<file path="config.mk">
export PLATFORM = sky130hd
export DESIGN_NAME = sac_ram
export DESIGN_NICKNAME = d
export VERILOG_FILES = /design/src/sac_ram.sv
export SDC_FILE = /design/constraint.sdc
export NUM_CORES = 1
export LEC_CHECK = 0
export BUFFER_PORTS_ARGS = -buffer_cell sky130_fd_sc_hd__buf_2
export CAP_MARGIN = 20
export CORE_MARGIN = 2
export CORE_UTILIZATION = 60
export CTS_BUF_LIST = sky130_fd_sc_hd__clkbuf_4 sky130_fd_sc_hd__clkbuf_8
export CTS_CLUSTER_DIAMETER = 150
export DETAILED_ROUTE_END_ITERATION = 10
export PLACE_DENSITY_LB_ADDON = 0.3
export SKIP_CTS_REPAIR_TIMING = 1
export SYNTH_ARGS = -nofsm -noshare
export SYNTH_HDL_FRONTEND = slang
export SYNTH_SLANG_ARGS = --single-unit
</file>
<file path="constraint.sdc">
create_clock -name clk -period 2.75 [get_ports clk]
set_input_delay 0.275 -clock clk [delete_from_list [all_inputs] [get_ports clk]]
set_output_delay 0.275 -clock clk [all_outputs]
set_load 0.01 [all_outputs]
</file>
<file path="src/sac_ram.sv">
`default_nettype none
module sac_ram #(
  parameter int WIDTH = 8,
  parameter int DEPTH = 16,
  parameter int AW    = (DEPTH > 1) ? $clog2(DEPTH) : 1
) (
  input  wire logic             clk,
  input  wire logic             wr_en,
  input  wire logic [AW-1:0]    wr_addr,
  input  wire logic [WIDTH-1:0] wr_data,
  input  wire logic             rd_en,
  input  wire logic [AW-1:0]    rd_addr,
  output logic      [WIDTH-1:0] rd_data
);

  logic [WIDTH-1:0] mem [DEPTH];

  // write, and register the read word
  always_ff @(posedge clk) begin
    if (wr_en) mem[wr_addr] <= wr_data;
    if (rd_en) rd_data <= mem[rd_addr];
  end

endmodule
`default_nettype wire

</file>
Word-level counts from Yosys, hierarchy flattened
Memories as Yosys holds them, arrays and structs flattened. A register that Yosys moved wholly into a read port is not among the register bits. Index checks and enable logic that the tools add are counted.

Multiplexer cells: 2.

Operators by type and width (number): $mux 1 (2).

Flip-flop bits (word level): 0. Memory bits (writable): 128. Output and inout bits: 8. Logic and storage cells: 3. Memories: 1.

Memories: mem (words 16, width 8, rd ports 1, clocked after Yosys merged registers in 1, wr ports 1, line 16) `logic [WIDTH-1:0] mem [DEPTH];`.

Depth between registers and ports, before layout
Gate-level depths: netlist of the first run.

Depth in word-level cells: 2. Depth in mapped cells: 5. Mapped depth without buffers: 3.

Worst setup path before layout of the first run
OpenSTA, ideal clock, no wires.

Path kind: input -> register. Start: in wr_addr[2]. End: mem mem[0][0], enable pin. Arrival time: 1385 ps. Required time: 2367 ps. Path slack: 982 ps. Stages: 2. Cells stage by stage: or3b_2 nor3_1.

RTL lines: start, declared (line 9) `input wire logic [AW-1:0] wr_addr,`; end, declared (line 16).

No word-level cell before the write port.

==> reports/results.ini, run 1 <==
[timing]
final.setup_skew_ps=8.23
finalCriticalPeriod_ps=1590
period_share_pct=57.7
rsz0062_at_grt=no
slew_headroom_pct=38.0
fmax_mhz=630
drv_slew=0
hold_viol_final=0
setup_viol=0
worst_pin_slew_ps=926
finalSetupTns_ps=0

[final_layout]
utilization_pct=69.7
seqCellArea_sq_um=4080
fin_area_sq_um=5990
drive_gt1_share_pct=29.3
fin_nets=293
syn_to_final_growth_pct=14.6
n_antenna_cell=0
multi_input_area_sq_um=1060
fillers=499

[floorplanning]
start_util_pct=60.8
die_area_sq_um=9480
rows=34
core_sq_um=8590
die_w_um=97.3
die_y_um=97.3
ios=27

[yosys]
synth.avg_cell_area_sq_um=22.8
yosysSeqAreaShare_pct=78.1
yosys_warnings=0
syn-num-nets=248
synth_cells=229
ys_types=18
ys_ff_latch=136
synthTopCellsByArea=edfxtp_1 78%, mux4_2 7.8%, mux4_1 7.0%, a22oi_1 2.3%, nor2_1 0.93%
netlist.area_leader.share_pct=78.1
synth.cell_area_sq_um=5230
post-synth-top-area-cell=edfxtp_1

[power_and_ir_drop]
max-vdd-ir-drop_mv=0.331
p_leak_uw=0.00201
pwr-share-comb_pct=4.6
pwr-share-clk_pct=43.7
power_density_nw_per_um2=757
p_seq_share_pct=51.8
p_sw_uw=846
swShare_pct=18.7
p_int_uw=3690
total_power_uw=4530

[global_route]
grt-ovfl-total=0
grt_pass1_vias=2481
grt_max_degree=33
globalRouteTotalUtil_pct=21.9
antenna_found_initial=0
grt_pass1_wl_um=14700

[critical_path]
end_kind=flop
cpPeakStageDelay_ps=540
cp.required_ps=2910
cp_top_family=multiplexers
critPathMaxFanout=1
crit_chain=mux4_1, a22oi_1, nand2_1
cp_num_buf_inv=0
startpoint_type=flop
crit_slowest_cell=mux4_1
path_class=flop to flop
cp.arrival_ps=1750

[cts]
cts_sinks=136
tritoncts=yes
path_clk_slew_ps=70
cts-root-buf=clkbuf_8
cts-buffers-inserted=17
clockBufferDepth=2
insertion_delay_ps=420
htree_levels=4

[hold_path]
min_path_type=primary input to flop

[placement]
placed_cell_area_sq_um=5490
portBuffers=26
place.gp.congestion=0.758
dpl.hpwl_um=5820

[detailed_routing]
antenna_left=0
drc_errors=0
vias=2445
first_iter_violations=292
drt-total-wl_um=9570
firstDrtPassIters=4
routedWlPerCell_um=24.2
viasPerCell=6.19

[outcome]
status=finished clean

[job]
drv_cap=0

flip-flops by register name, indices dropped and copies added (netlist names):
| name | cells |
|---|---|
| mem | 128 |
| rd_data | 8 |
cell usage in the layout, fill, tap and decap left out, drive strengths merged:
cell / n
bufinv: 7
clkinv: 7
clkbuf: 18
nand3b: 2
nand3: 1
a22oi: 16
nor3: 4
or3b: 1
nor2: 13
and2: 1
nor2b: 1
buf: 36
edfxtp: 136
nand2: 9
mux4: 32
and2b: 1
nand2b: 2
per-stage QoR:
stage	instances	hold slack [ps]	worst slack [ps]
detailed placement	363	662	770
finish	395	224	1160
global route	395	204	1080
floorplan	229	374	982
CTS	395	212	1160
global placement	363	662	799
layout make-up:
class                   instances  area share (%)
clock inverters                14            4.22
well taps                     108            2.26
repair buffers                 36            3.64
clock buffers                  18            4.03
multi-input cells              83            17.7
flip-flops and latches        136            68.2
cell families (layout without fill, tap and decap cells):
logic type             Yosys count  in the layout  share of synthesized area [%]
buffers and inverters           10             68                           1.65
AO/OA/AOI/OAI                   16             16                           2.30
AND/OR/NAND/NOR                 35             35                           3.14
multiplexers                    32             32                           14.8
flip-flops                     136            136                           78.1
cell usage after synthesis (all sizes together):
cell / n
or3b: 1
nand2b: 2
nand3: 1
a22oi: 16
nor3: 4
nor2b: 1
and2b: 1
buf: 7
nand3b: 2
edfxtp: 136
and2: 1
nand2: 9
clkdlybuf4s25: 3
nor2: 13
mux4: 32
power groups by stage:
stage               Combinational (uW)  Sequential [uW]  Clock [uW]
global route                       227             2350        2080
global placement                   204             2390           0
finish                             207             2350        1980
floorplan                          118             2390           0
CTS                                212             2350        2000
detailed placement                 210             2390           0
worst reg2reg max path, cell delays in order, from the launching register on:
cell and delay, ps:
edfxtp_1 410, mux4_1 540, a22oi_1 260, nand2_1 110
routing by layer:
layer  wire, um  track usage [%]
met5          0                0
met4        115             7.80
met3        920             6.62
met2       4770             31.9
met1       3750             32.5
worst paths after layout:
check	from	endpoint	slack, ps	cells past startpoint
worst max-delay path	mem[9][3]$_DFFE_PP_	rd_data[3]$_DFFE_PP_	1160	3
worst min-delay path	rd_en	rd_data[4]$_DFFE_PP_	220	1
worst max register to register	mem[9][3]$_DFFE_PP_	rd_data[3]$_DFFE_PP_	1160	3
worst min register to register	mem[15][0]$_DFFE_PP_	rd_data[0]$_DFFE_PP_	750	3
No activity file was read; power rests on OpenSTA's default activity.
==> inputs of run 2 (changes only) <==
==> constraint.sdc (replaced) <==
create_clock -name clk -period 1.6 [get_ports clk]
set_input_delay 0.16 -clock clk [delete_from_list [all_inputs] [get_ports clk]]
set_output_delay 0.16 -clock clk [all_outputs]
set_load 0.01 [all_outputs]
==> run 2 against run 1 <==
Die area unchanged. Sequential cell count stayed put. Clock power increased by 49%. Sequential share of layout area fell by 1.2 points. Cell count rose by 4.6%. First-iteration DRC count down 8.2%. Worst setup slack worse by 1100 ps. Global-route usage down 0.073 points. Worst hold slack worse by 110 ps. Via count rose by 2.9%. Utilization increased by 1.3 points. Power up 63%. Highest routed layer unchanged.
==> reports/results.ini, run 2 (synthesis gave the netlist of run 1 again) <==
[critical_path]
critPathMaxFanout=1  ; unchanged
crit_slowest_cell=mux4_2
end_kind=flop
cp.required_ps=1760  ; -1150 ps
startpoint_type=flop
crit_chain=mux4_2, a22oi_2, nand2_1
cpPeakStageDelay_ps=520  ; -20 ps
r2r_start=mem[2][4]$_DFFE_PP_
cp.arrival_ps=1670  ; -80 ps
critPathLaunch=mem[2][4]$_DFFE_PP_
cp_top_family=multiplexers
path_class=flop to flop
cp_num_buf_inv=0  ; unchanged

[final_layout]
drive_gt1_share_pct=34.8  ; +5.5 points
regMostFlops=mem
utilization_pct=71.0  ; +1.3 points
fillers=509  ; +2.0%
fin_area_sq_um=6100  ; +1.8%
seqCellArea_sq_um=4080  ; unchanged
fin_nets=311  ; +6.1%
layout.cells.most_common_list=136 x edfxtp_1, 26 x buf_2, 25 x buf_4
multi_input_area_sq_um=1070  ; +0.95%
layout_commonest_cell=edfxtp_1
syn_to_final_growth_pct=16.7
reg.largest.list=mem (128), rd_data (8)
largest_reg_flops=128  ; unchanged
n_antenna_cell=0  ; unchanged

[outcome]
status=finished clean

[timing]
hold_viol_final=0  ; unchanged
slew_headroom_pct=71.7  ; +34 points
setup_viol=0  ; unchanged
rsz0062_at_grt=no
period_share_pct=94.7  ; +37 points
final.setup_skew_ps=8.24  ; +0.0126 ps
finalCriticalPeriod_ps=1510  ; -73.0 ps
worst_pin_slew_ps=425  ; -501 ps
finalSetupTns_ps=0  ; unchanged
fmax_mhz=660  ; +4.8%
drv_slew=0  ; unchanged

[detailed_routing]
first_iter_violations=268  ; -8.2%
firstDrtPassIters=5  ; +1
vias=2517  ; +2.9%
viasPerCell=6.09  ; -1.5%
drt-total-wl_um=9620  ; +0.60%
drc_errors=0  ; unchanged
routedWlPerCell_um=23.3  ; -3.8%
antenna_left=0  ; unchanged

[cts]
clockBufferDepth=2  ; unchanged
cts-buffers-inserted=17  ; unchanged
cts-root-buf=clkbuf_8
tritoncts=yes
htree_levels=4  ; unchanged
path_clk_slew_ps=80  ; about the same
insertion_delay_ps=410  ; about the same
cts_sinks=136  ; unchanged

[placement]
place.gp.congestion=0.740  ; -2.3%
dpl.hpwl_um=6100  ; +4.9%
placed_cell_area_sq_um=5660  ; +3.0%
portBuffers=26  ; unchanged

[floorplanning]
start_util_pct=60.8  ; unchanged
core_sq_um=8590  ; unchanged
rows=34  ; unchanged
die_area_sq_um=9480  ; unchanged
ios=27  ; unchanged
die_y_um=97.3  ; unchanged
die_w_um=97.3  ; unchanged

[global_route]
antenna_found_initial=0  ; unchanged
grt-ovfl-total=0  ; unchanged
globalRouteTotalUtil_pct=21.9  ; -0.073 points
grt_pass1_vias=2572  ; +3.7%
grt_max_degree=17  ; -48%
grt_pass1_wl_um=14800  ; +0.56%

[hold_path]
min_path_type=primary input to flop
hp-start=wr_data[2]

[power_and_ir_drop]
power_density_nw_per_um2=1210  ; +60%
max-vdd-ir-drop_mv=0.548  ; +65%
p_leak_uw=0.00208  ; +3.3%

[job]
drv_cap=0  ; unchanged

## run 2: final timing paths
check	end	depth (start not counted)	slack, ps
worst max-delay path	rd_data[4]$_DFFE_PP_	3	90
worst min-delay path	mem[14][2]$_DFFE_PP_	1	120
worst max register to register	rd_data[4]$_DFFE_PP_	3	90
worst min register to register	rd_data[0]$_DFFE_PP_	3	750
## run 2: metal layers
metal / global-route usage, % / up-vias / routed length, um
met1: 31.3 / 1307 / 4120
met5: 0 / - / 0
met3: 4.32 / 11 / 506
met2: 34.5 / 91 / 4870
li1: - / 1108 / -
met4: 8.12 / 0 / 126
## run 2: power by group
part           switching [uW]  total [uW]  leakage [uW]  internal (uW)
combinational             217         392      0.000633            175
sequential               21.5        4030       0.00124           4010
clock                    1260        2960      0.000210           1700
total                    1500        7380       0.00208           5890
## run 2: final cells by class
class / instances / share of cell area (%)
Timing Repair Buffer: 54 / 6.20
Sequential cell: 136 / 67.0
Tap cell: 108 / 2.22
Multi-Input combinational cell: 83 / 17.5
Clock buffer: 17 / 3.84
Clock inverter: 15 / 3.28
## run 2: stage by stage
stage / std cells / setup slack, ps / hold WS, ps / total power, uW
6_report: 413 / 85.2 / 118 / 7380
5_1_grt: 413 / 40.7 / 102 / 7610
4_1_cts: 413 / 28.8 / 90.2 / 7460
3_5_place_dp: 381 / -122 / 550 / 4500
3_3_place_gp: 381 / -120 / 539 / 4490
2_1_floorplan: 229 / 158 / 259 / 4320
